`src/hw/rtl/tcps_pkg.sv`:
```
package tcps_pkg;

  // Largest cell edge honored; larger register values saturate to this.
  localparam int unsigned MAX_CELL_SIZE = 64;
  localparam int unsigned SIZE_W        = 7;

  localparam logic [SIZE_W-1:0] CELL_WIDTH_RESET  = SIZE_W'(8);
  localparam logic [SIZE_W-1:0] CELL_HEIGHT_RESET = SIZE_W'(16);

  typedef enum logic {
    REG_CELL_WIDTH  = 1'b0,
    REG_CELL_HEIGHT = 1'b1
  } reg_index_t;

  // Character code ranges of the procedural glyphs.
  localparam logic [7:0] CODE_QUAD_LO  = 8'h80;
  localparam logic [7:0] CODE_QUAD_HI  = 8'h8F;
  localparam logic [7:0] CODE_SHADE_LO = 8'h90;
  localparam logic [7:0] CODE_SHADE_HI = 8'h93;
  localparam logic [7:0] CODE_TRACE_LO = 8'hA0;
  localparam logic [7:0] CODE_TRACE_HI = 8'hA7;

  // At or above this alpha a shade is drawn as plain foreground.
  localparam logic [7:0] ALPHA_OPAQUE = 8'd252;
  localparam logic [7:0] WEIGHT_FULL  = 8'd255;
  localparam logic [7:0] MIX_ROUND    = 8'd128;

  localparam logic [4:0] RB_MAX = 5'h1F;
  localparam logic [5:0] G_MAX  = 6'h3F;

  typedef enum logic [1:0] {
    PICK_BG,
    PICK_FG,
    PICK_MIX
  } pick_t;

  typedef struct packed {
    logic [7:0]  char_code;
    logic [15:0] fg_color;
    logic [15:0] bg_color;
    logic [5:0]  pix_x;
    logic [5:0]  pix_y;
    logic [3:0]  coverage;
  } pix_in_t;

  typedef struct packed {
    logic [15:0] pixel_color;
    logic        block_glyph;
  } pix_out_t;

  // Decode stage result: which color to take and the blend weight.
  typedef struct packed {
    pick_t       pick;
    logic [7:0]  weight;
    logic [15:0] fg_color;
    logic [15:0] bg_color;
    logic        block_glyph;
  } dec_t;

  // Multiply stage result: weighted channel products.
  typedef struct packed {
    pick_t       pick;
    logic [15:0] fg_color;
    logic [15:0] bg_color;
    logic        block_glyph;
    logic [12:0] r_fg;
    logic [12:0] r_bg;
    logic [13:0] g_fg;
    logic [13:0] g_bg;
    logic [12:0] b_fg;
    logic [12:0] b_bg;
  } prod_t;

  // Blend weights of the four shade codes.
  function automatic logic [7:0] shade_weight(input logic [1:0] level);
    logic [7:0] w;
    case (level)
      2'd0:    w = 8'd64;
      2'd1:    w = 8'd128;
      2'd2:    w = 8'd191;
      default: w = 8'd255;
    endcase
    return w;
  endfunction

  // Perceptual coverage ramp: a = cov*17, lin = (a*a+127)/255, w = (a+lin)/2.
  function automatic logic [7:0] ramp_weight(input logic [3:0] cov);
    logic [7:0] w;
    case (cov)
      4'd1:    w = 8'd9;
      4'd2:    w = 8'd19;
      4'd3:    w = 8'd30;
      4'd4:    w = 8'd43;
      4'd5:    w = 8'd56;
      4'd6:    w = 8'd71;
      4'd7:    w = 8'd87;
      4'd8:    w = 8'd104;
      4'd9:    w = 8'd122;
      4'd10:   w = 8'd141;
      4'd11:   w = 8'd162;
      4'd12:   w = 8'd183;
      4'd13:   w = 8'd206;
      4'd14:   w = 8'd230;
      4'd15:   w = 8'd255;
      default: w = 8'd0;
    endcase
    return w;
  endfunction

endpackage

```
`src/hw/rtl/tcps_decode.sv`:
```
module tcps_decode (
  input  logic                            clk,
  input  logic                            rst,
  input  logic [tcps_pkg::SIZE_W-1:0]     cell_w,
  input  logic [tcps_pkg::SIZE_W-1:0]     cell_h,
  input  logic                            in_valid,
  output logic                            in_ready,
  input  tcps_pkg::pix_in_t               in_data,
  output logic                            out_valid,
  input  logic                            out_ready,
  output tcps_pkg::dec_t                  out_data
);
  import tcps_pkg::*;

  logic [9:0]        trace_prod;
  logic [SIZE_W-1:0] trace_h;
  logic signed [8:0] cx;
  logic signed [8:0] px_s;
  logic signed [8:0] py_s;
  logic signed [8:0] ch_s;
  logic signed [8:0] top_s;
  logic              trace_on;
  logic              qx;
  logic              qy;
  logic              quad_on;
  logic [7:0]        shade_w;
  dec_t              dec;

  always_comb begin
    // Trace height: cell_h * eighths / 8, never below one row.
    trace_prod = 10'(cell_h) * 10'({1'b0, in_data.char_code[2:0]} + 4'd1);
    trace_h    = (trace_prod[9:3] == '0) ? SIZE_W'(1) : trace_prod[9:3];
    cx         = $signed({3'b0, cell_w[SIZE_W-1:1]}) - 9'sd1;
    px_s       = $signed({3'b0, in_data.pix_x});
    py_s       = $signed({3'b0, in_data.pix_y});
    ch_s       = $signed({2'b0, cell_h});
    top_s      = ch_s - $signed({2'b0, trace_h});
    trace_on   = (px_s >= cx) && (px_s < cx + 9'sd2) && (py_s >= top_s) && (py_s < ch_s);

    qx      = {1'b0, in_data.pix_x} >= {1'b0, cell_w[SIZE_W-1:1]};
    qy      = {1'b0, in_data.pix_y} >= {1'b0, cell_h[SIZE_W-1:1]};
    quad_on = in_data.char_code[{qy, qx}];

    shade_w = shade_weight(in_data.char_code[1:0]);

    dec.fg_color    = in_data.fg_color;
    dec.bg_color    = in_data.bg_color;
    dec.block_glyph = 1'b1;
    dec.weight      = ramp_weight(in_data.coverage);
    dec.pick        = PICK_MIX;

    if (in_data.char_code >= CODE_TRACE_LO && in_data.char_code <= CODE_TRACE_HI) begin
      dec.pick = trace_on ? PICK_FG : PICK_BG;
    end else if (in_data.char_code >= CODE_SHADE_LO &&
                 in_data.char_code <= CODE_SHADE_HI) begin
      dec.weight = shade_w;
      dec.pick   = (shade_w >= ALPHA_OPAQUE) ? PICK_FG : PICK_MIX;
    end else if (in_data.char_code >= CODE_QUAD_LO &&
                 in_data.char_code <= CODE_QUAD_HI) begin
      dec.pick = quad_on ? PICK_FG : PICK_BG;
    end else begin
      dec.block_glyph = 1'b0;
      dec.pick        = (in_data.coverage == '0) ? PICK_BG : PICK_MIX;
    end
  end

  assign in_ready = !out_valid || out_ready;

  always_ff @(posedge clk) begin
    if (rst) begin
      out_valid <= 1'b0;
    end else if (in_ready) begin
      out_valid <= in_valid;
    end
  end

  always_ff @(posedge clk) begin
    if (in_ready && in_valid) begin
      out_data <= dec;
    end
  end

endmodule

```
`src/hw/rtl/tcps_mult.sv`:
```
module tcps_mult (
  input  logic           clk,
  input  logic           rst,
  input  logic           in_valid,
  output logic           in_ready,
  input  tcps_pkg::dec_t  in_data,
  output logic           out_valid,
  input  logic           out_ready,
  output tcps_pkg::prod_t out_data
);
  import tcps_pkg::*;

  logic [7:0] w_inv;
  prod_t      prod;

  always_comb begin
    w_inv            = WEIGHT_FULL - in_data.weight;
    prod.pick        = in_data.pick;
    prod.fg_color    = in_data.fg_color;
    prod.bg_color    = in_data.bg_color;
    prod.block_glyph = in_data.block_glyph;
    prod.r_fg = 13'(in_data.fg_color[15:11]) * 13'(in_data.weight);
    prod.r_bg = 13'(in_data.bg_color[15:11]) * 13'(w_inv);
    prod.g_fg = 14'(in_data.fg_color[10:5]) * 14'(in_data.weight);
    prod.g_bg = 14'(in_data.bg_color[10:5]) * 14'(w_inv);
    prod.b_fg = 13'(in_data.fg_color[4:0]) * 13'(in_data.weight);
    prod.b_bg = 13'(in_data.bg_color[4:0]) * 13'(w_inv);
  end

  assign in_ready = !out_valid || out_ready;

  always_ff @(posedge clk) begin
    if (rst) begin
      out_valid <= 1'b0;
    end else if (in_ready) begin
      out_valid <= in_valid;
    end
  end

  always_ff @(posedge clk) begin
    if (in_ready && in_valid) begin
      out_data <= prod;
    end
  end

endmodule

```
`src/hw/rtl/tcps_pack.sv`:
```
module tcps_pack (
  input  logic               clk,
  input  logic               rst,
  input  logic               in_valid,
  output logic               in_ready,
  input  tcps_pkg::prod_t    in_data,
  output logic               out_valid,
  input  logic               out_ready,
  output tcps_pkg::pix_out_t out_data
);
  import tcps_pkg::*;

  logic [13:0] r_sum;
  logic [14:0] g_sum;
  logic [13:0] b_sum;
  logic [4:0]  r_ch;
  logic [5:0]  g_ch;
  logic [4:0]  b_ch;
  pix_out_t    res;

  always_comb begin
    r_sum = 14'(in_data.r_fg) + 14'(in_data.r_bg) + 14'(MIX_ROUND);
    g_sum = 15'(in_data.g_fg) + 15'(in_data.g_bg) + 15'(MIX_ROUND);
    b_sum = 14'(in_data.b_fg) + 14'(in_data.b_bg) + 14'(MIX_ROUND);
    r_ch  = (r_sum[13:8] > 6'(RB_MAX)) ? RB_MAX : r_sum[12:8];
    g_ch  = (g_sum[14:8] > 7'(G_MAX))  ? G_MAX  : g_sum[13:8];
    b_ch  = (b_sum[13:8] > 6'(RB_MAX)) ? RB_MAX : b_sum[12:8];

    res.block_glyph = in_data.block_glyph;
    case (in_data.pick)
      PICK_FG:  res.pixel_color = in_data.fg_color;
      PICK_MIX: res.pixel_color = {r_ch, g_ch, b_ch};
      default:  res.pixel_color = in_data.bg_color;
    endcase
  end

  assign in_ready = !out_valid || out_ready;

  always_ff @(posedge clk) begin
    if (rst) begin
      out_valid <= 1'b0;
    end else if (in_ready) begin
      out_valid <= in_valid;
    end
  end

  always_ff @(posedge clk) begin
    if (in_ready && in_valid) begin
      out_data <= res;
    end
  end

endmodule

```
`src/hw/rtl/text_cell_pixel_shader.sv`:
```
// Text cell pixel shader: for each pixel of a character cell it turns the
// character code, the RGB565 foreground and background colors, the pixel's
// position in the cell and the glyph coverage nibble into one RGB565 color.
// Codes 0x80-0x8F draw quadrant blocks, 0x90-0x93 flat shades blended at
// alpha 64, 128, 191 and 255, 0xA0-0xA7 a two-pixel-wide centered trace of
// one to eight eighths of the cell height, and every other code goes through
// a perceptual coverage ramp, where zero coverage gives the background.
// block_glyph marks the procedurally drawn codes. The block takes one pixel
// per clock while no stage stalls; each result passes its register stages
// in order: one decodes the code and picks the blend weight, one holds the
// six per-channel products, one rounds, clamps and packs the color. Each
// stage stalls only when the stage after it is full, so a result waiting on
// shade_ready does not stop the input while an empty stage remains. Cell width
// and height must be written through the cfg port only while no pixels are
// in flight, which the block does not enforce; values above 64 act as 64.
module text_cell_pixel_shader (
  input  logic                        clk,
  input  logic                        rst,
  input  logic                        cfg_we,
  input  tcps_pkg::reg_index_t        cfg_index,
  input  logic [tcps_pkg::SIZE_W-1:0] cfg_wdata,
  input  logic                        pix_valid,
  output logic                        pix_ready,
  input  tcps_pkg::pix_in_t           pix_data,
  output logic                        shade_valid,
  input  logic                        shade_ready,
  output tcps_pkg::pix_out_t          shade_data
);
  import tcps_pkg::*;

  logic [SIZE_W-1:0] cell_width;
  logic [SIZE_W-1:0] cell_height;
  logic [SIZE_W-1:0] cell_w;
  logic [SIZE_W-1:0] cell_h;

  logic  dec_valid;
  logic  dec_ready;
  dec_t  dec_data;
  logic  prod_valid;
  logic  prod_ready;
  prod_t prod_data;

  // Configuration registers, written with no handshake.
  always_ff @(posedge clk) begin
    if (rst) begin
      cell_width  <= CELL_WIDTH_RESET;
      cell_height <= CELL_HEIGHT_RESET;
    end else if (cfg_we) begin
      unique case (cfg_index)
        REG_CELL_WIDTH:  cell_width  <= cfg_wdata;
        REG_CELL_HEIGHT: cell_height <= cfg_wdata;
        default: ;
      endcase
    end
  end

  // Effective cell size, saturated to the largest supported cell.
  assign cell_w = ({2'b0, cell_width} > 9'(MAX_CELL_SIZE)) ?
                  SIZE_W'(MAX_CELL_SIZE) : cell_width;
  assign cell_h = ({2'b0, cell_height} > 9'(MAX_CELL_SIZE)) ?
                  SIZE_W'(MAX_CELL_SIZE) : cell_height;

  tcps_decode u_decode (
    .clk       (clk),
    .rst       (rst),
    .cell_w    (cell_w),
    .cell_h    (cell_h),
    .in_valid  (pix_valid),
    .in_ready  (pix_ready),
    .in_data   (pix_data),
    .out_valid (dec_valid),
    .out_ready (dec_ready),
    .out_data  (dec_data)
  );

  tcps_mult u_mult (
    .clk       (clk),
    .rst       (rst),
    .in_valid  (dec_valid),
    .in_ready  (dec_ready),
    .in_data   (dec_data),
    .out_valid (prod_valid),
    .out_ready (prod_ready),
    .out_data  (prod_data)
  );

  // The last stage is the output register seen on the shade port.
  tcps_pack u_pack (
    .clk       (clk),
    .rst       (rst),
    .in_valid  (prod_valid),
    .in_ready  (prod_ready),
    .in_data   (prod_data),
    .out_valid (shade_valid),
    .out_ready (shade_ready),
    .out_data  (shade_data)
  );

endmodule

```
`config.mk`:
```
export PLATFORM = sky130hd
export DESIGN_NAME = text_cell_pixel_shader
export DESIGN_NICKNAME = d
export VERILOG_FILES = /design/src/hw/rtl/tcps_pkg.sv /design/src/hw/rtl/tcps_decode.sv /design/src/hw/rtl/tcps_mult.sv /design/src/hw/rtl/tcps_pack.sv /design/src/hw/rtl/text_cell_pixel_shader.sv
export SDC_FILE = /design/constraint.sdc
export NUM_CORES = 1
export LEC_CHECK = 0
export ABC_CLOCK_PERIOD_IN_PS = 13800
export BUFFER_PORTS_ARGS = -buffer_cell sky130_fd_sc_hd__buf_2
export CELL_PAD_IN_SITES_DETAIL_PLACEMENT = 0
export CELL_PAD_IN_SITES_GLOBAL_PLACEMENT = 1
export CORE_MARGIN = 2
export CORE_UTILIZATION = 51
export DETAILED_ROUTE_END_ITERATION = 10
export GPL_ROUTABILITY_DRIVEN = 0
export GPL_TIMING_DRIVEN = 0
export PLACE_DENSITY_LB_ADDON = 0.1
export SLEW_MARGIN = 20
export SYNTH_ARGS = -nofsm -noshare
export SYNTH_HDL_FRONTEND = slang
export SYNTH_SLANG_ARGS = --single-unit
```
`constraint.sdc`:
```
create_clock -name clk -period 13.8 [get_ports clk]
set_clock_uncertainty 0.05 [all_clocks]
set_input_delay 1.38 -clock clk [delete_from_list [all_inputs] [get_ports clk]]
set_output_delay 1.38 -clock clk [all_outputs]
set_load 0.02 [all_outputs]
```
Yosys cells after proc, flatten, opt, wreduce, memory -nomap -nowiden
Memory sizes are Yosys's and may differ from the RTL's.
Cells that the tools add are included.
{"block": "classes", "n_mux": 20, "magnitude_cmp": 19, "eq_ne": 4, "bitwise_logic": 1, "multipliers": 7, "addsub": 11, "n_reduce_logical": 21}
{"cell": "5-bit by 8-bit multiplier with 13-bit output", "n": 4}
{"cell": "8-bit greater-or-equal comparator, second input constant", "n": 4}
{"cell": "16-bit case mux with 2 select lines", "n": 1}
{"cell": "13-bit by 13-bit adder with 14-bit output", "n": 2}
{"cell": "14-bit by 8-bit adder with 14-bit output, second input constant", "n": 2}
{"cell": "6-bit by 8-bit multiplier with 14-bit output", "n": 2}
{"cell": "8-bit less-or-equal comparator, second input constant", "n": 3}
{"cell": "8-bit case mux with 3 select lines", "n": 1}
{"cell": "7-bit two-way mux", "n": 3}
{"cell": "7-bit by 9-bit greater-or-equal comparator with 1-bit output", "n": 2}
{"cell": "8-bit two-way mux", "n": 2}
{"cell": "14-bit by 14-bit adder with 15-bit output", "n": 1}
{"cell": "15-bit by 8-bit adder with 15-bit output, second input constant", "n": 1}
{"cell": "7-bit > comparator, second input constant", "n": 2}
{"cell": "6-bit greater-or-equal comparator", "n": 2}
{"cell": "6-bit by 5-bit > comparator with 1-bit output, second input constant", "n": 2}
{"cell": "7-bit by 10-bit multiplier with 10-bit output", "n": 1}
{"cell": "2-bit two-way mux", "n": 5}
{"cell": "5-bit two-way mux", "n": 2}
{"cell": "9-bit by 3-bit adder with 9-bit output, second input constant", "n": 1}
{"cell": "1-bit logical AND", "n": 9}
{"cell": "7-bit by 9-bit less-than comparator with 1-bit output", "n": 1}
{"cell": "7-bit by 7-bit subtractor with 8-bit output", "n": 1}
{"cell": "8-bit subtractor, first input constant", "n": 1}
{"cell": "other kinds (18)", "n": 28}
{"block": "totals", "rom_bits": 128, "word_cells": 106, "n_memories": 1, "output_inout_bits": 19, "register_bits": 192}
{"name": "(name not given)", "depth": 16, "width": 8, "rd": 1, "rd_ports_with_merged_regs": 0, "write_ports": 0, "line_no": "tcps_pkg.sv:89", "text": "case (cov)"}

Logic depth before layout (Yosys ltp)
{"block": "depth", "depth_word": 11, "mapped_depth": 30, "ltp_nobuf": 29}

Cells and area by module
From an unflattened synthesis, not the netlist that was laid out.
{"block": "hier_totals", "hier_cells": 1774, "area_unflattened_um2": 18517.8}
{"module": "tcps_mult", "seq_area_each_um2": 3473.3, "instances": 1, "cells_each": 1037, "area_per_inst_um2": 11327.1}
{"module": "tcps_decode", "seq_area_each_um2": 1311.3, "instances": 1, "cells_each": 378, "area_per_inst_um2": 3844.9}
{"module": "tcps_pack", "seq_area_each_um2": 530.5, "instances": 1, "cells_each": 288, "area_per_inst_um2": 2665.1}
{"module": "text_cell_pixel_shader", "seq_area_each_um2": 280.3, "instances": 1, "cells_each": 71, "area_per_inst_um2": 680.7}

Worst setup path after synthesis
Ideal clock, no wire load.
{"block": "synth_path", "path_type": "input port to flip-flop", "start": "input port shade_ready", "end": "register u_mult.out_data[0] in the netlist's numbering, enable pin", "path_slack_ns": 3.195, "setup_time_ns": 0.765, "t_arrival_ns": 9.790, "n_path_buf": 0, "cell_stages": 2, "path_cell_list": "nor2b_1 a21boi_0"}
{"block": "synth_via", "elab_chain_len": 3}
{"element": "from (decl)", "line_no": "text_cell_pixel_shader.sv:26", "text": "input logic shade_ready,"}
{"element": "1-bit logical OR", "line_no": "tcps_pack.sv:37", "text": "assign in_ready = !out_valid || out_ready;"}
{"element": "1-bit logical OR", "line_no": "tcps_mult.sv:30", "text": "assign in_ready = !out_valid || out_ready;"}
{"element": "1-bit logical AND", "line_no": "tcps_mult.sv:41", "text": "if (in_ready && in_valid) begin"}
{"element": "to (signal assigned)", "line_no": "tcps_mult.sv:42", "text": "out_data <= prod;"}
{"element": "to (decl)", "line_no": "tcps_mult.sv:9", "text": "output tcps_pkg::prod_t out_data"}
Every way passes these cells.
A chain may end at the register's enable or synchronous reset.

==> flow_metrics.py <==
metrics = {
    "global_routing": {
        "overflow": 0,
        "grt_max_degree": 25,
        "antenna_found_initial": 3,
        "grt.total_usage": 0.2396,
        "grt_pass1_wl_um": 65470,
        "first_global_vias": 12170,
    },
    "yosys": {
        "yosys.area.top_type_share": 0.3018,
        "yosysWarnings": 0,
        "yosysMostFrequentCell": "ha_1",
        "synth_edf_count": 175,
        "syn_avg_cell_area_um2": 10.49,
        "synth-seq-cells": 191,
        "netlist_instances": 1660,
        "synthFlopType": "edfxtp_1",
        "synthTopCellsByArea": "edfxtp_1 (30%), ha_1 (19%), fa_1 (15%), inv_1 (4.4%), nand2_1 (3.3%)",
        "syn_nets": 2128,
        "netlist-cell-type-count": 55,
        "netlist_area_um2": 17410,
        "synth_seq_area_share": 0.3202,
        "synth_commonest_cells": "ha_1 (266), inv_1 (205), edfxtp_1 (175), nand2_1 (155), fa_1 (133)",
        "synth_top_area_cell": "edfxtp_1",
        "synth-async-reset-ratio": 0,
    },
    "clock_tree": {
        "cts_buffer_depth": 2,
        "cts_resized": 0,
        "clk_pin_slew_ns": 0.07,
        "clock_latency_ns": 0.46,
        "numCtsBuffers": 17,
        "cts_sinks": 191,
        "root_buffer": "clkbuf_16",
        "postCtsSetupBuffers": 0,
        "postCtsHoldBufs": 0,
        "cts_tree": "done",
        "h-tree-depth": 4,
    },
    "setup_path": {
        "reg2reg_slack_ns": 7.38,
        "cp_num_buf_inv": 4,
        "worst_path_most_repeated_cell": "ha_1",
        "path_depth": 27,
        "critical_path.startpoint_type": "input pin",
        "critPathArrivalTime_ns": 7.57,
        "slowest_delay_ns": 0.60,
        "ff2ff_path_depth": 26,
        "slowest_stage": "fa_1",
        "r2r_start": "cell_height[6]",
        "endpoint": "u_decode.out_data[41]",
        "cp_max_fo": 9,
        "timing.rr.end": "u_decode.out_data[41]",
        "crit_family": "adder cells",
        "cp.required_ns": 13.95,
        "crit_type": "input pin to flip-flop",
        "endpoint_kind": "flip-flop",
        "crit_start": "pix_data[48]",
    },
    "layout": {
        "drive_above_1_share": 0.07619,
        "fill_cells": 2919,
        "final_util": 0.5731,
        "final_cell_area_um2": 19270,
        "area_growth_pct": 10.63,
        "nets": 2240,
    },
    "detailed_routing": {
        "vias": 11980,
        "viasPerCell": 5.361,
        "wl_um": 40620,
        "drt_iter0_drc": 726,
        "first_pass_iters": 7,
        "drc": 0,
        "antenna_left": 0,
        "routedWlPerCell_um": 18.18,
    },
    "pwr": {
        "ir_drop_v": 0.00009414,
        "p_per_area_nw_per_um2": 150.4,
        "p_leak_uw": 0.009036,
        "fin_total_pwr_uw": 2898,
    },
    "sta": {
        "finalSetupViolCount": 0,
        "fin_crit_sh": 0.5376,
        "max_freq_mhz": 134.8,
        "tightest_slew_ns": 1.163,
        "max_slew_margin": 0.2232,
        "hold_viol": 0,
        "finalMaxSlewViolations": 0,
        "setup_slack_ns": 6.381,
        "post-route-min-period_ns": 7.419,
        "rsz0062_at_grt": "no",
    },
    "die": {
        "die_area_um2": 35640,
        "die_x_um": 188.8,
        "rows": 67,
        "start_util": 0.5180,
        "core_region_area_um2": 33620,
        "ios": 88,
        "die_h_um": 188.8,
    },
    "place": {
        "placed_cell_area_um2": 18660,
        "detailedPlacementHpwl_um": 31380,
        "port-buffer-count": 84,
        "place_ws_ns": 5.906,
    },
    "status": {
        "status": "complete, no violations",
    },
    "job": {
        "maxCapViolations": 0,
    },
    "hold_path": {
        "hold_class": "flip-flop to flip-flop",
        "whs_path_depth": 0,
    },
}
[layer usage]
layer,wire length [µm],share of wire,track usage
met1,18100,0.45,0.3178
met2,19400,0.48,0.4019
met3,2268,0.056,0.04936
met4,814,0.020,0.06070
met5,31,0.00076,0
[power by group]
group	internal [µW]	switching [µW]	total, µW
clock network	287	233	520
registers	792	57.7	849
logic	676	853	1530
total	1760	1140	2900
[cells in the final DEF, fill, tap and decap left out, types with 38 or more instances in the layout]
master	synthesis	final
edfxtp_1	175	175
fa_1	133	133
inv_1	205	205
and2_1	60	60
nor2b_1	76	75
buf_2	0	84
o21ai_0	42	42
clkbuf_1	39	42
ha_1	266	266
a21o_1	38	38
xnor2_1	55	55
nor2_1	50	50
nand2b_1	79	79
nand2_1	155	155
a21oi_1	89	89
[per-stage QoR]
stage	TNS, ns	std cells	hold slack (ns)
floorplan	0	1660	0.3503
finish	0	2234	0.3756
global placement	-95.51	2192	0.3578
detailed placement	0	2201	0.3593
global route	0	2233	0.3844
CTS	0	2233	0.3808
[area by class of cell]
| class | instances | area, µm² | share of cell area |
|---|---|---|---|
| multi-input combinational | 1224 | 10950 | 0.5683 |
| sequential | 191 | 5575 | 0.2894 |
| inverter | 205 | 769.5 | 0.03994 |
| timing repair buffer | 93 | 655.6 | 0.03403 |
| tap | 448 | 560.5 | 0.02909 |
| clock buffer | 20 | 436.7 | 0.02267 |
| clock inverter | 12 | 162.7 | 0.008443 |
| buffer | 40 | 153.9 | 0.007988 |
| antenna | 1 | 2.502 | 0.0001299 |
[registers in the layout, summed over array words and instances (netlist names)]
signal,flops
u_mult.out_data,115
u_decode.out_data,43
u_pack.out_data,17
cell_height,7
cell_width,6
u_decode.out_valid,1
u_mult.out_valid,1
u_pack.out_valid,1
[how the worst min path moves through the flow]
stage / startpoint / endpoint / slack [ns]
global route: u_decode.out_data[41] / u_mult.out_data[113] / 0.38
CTS: u_decode.out_data[42] / u_mult.out_data[114] / 0.38
floorplan: u_decode.out_data[41] / u_mult.out_data[113] / 0.35
finish: u_decode.out_data[42] / u_mult.out_data[114] / 0.38
global placement: u_decode.out_data[41] / u_mult.out_data[113] / 0.36
detailed placement: u_decode.out_data[42] / u_mult.out_data[114] / 0.36
[cell families (layout without fill, tap and decap cells)]
group,count (synthesis),after routing,synth area share
AOI/OAI and AO/OA,259,259,0.09405
xor gates and xnor gates,88,88,0.04426
adders and majority gates,399,399,0.3440
buffers and inverters,245,370,0.05303
DFF,191,191,0.3202
muxes,7,7,0.005460
other,0,1,0
and+or+nand+nor,471,471,0.1390
Note: power is estimated with default switching activity, not from simulation.
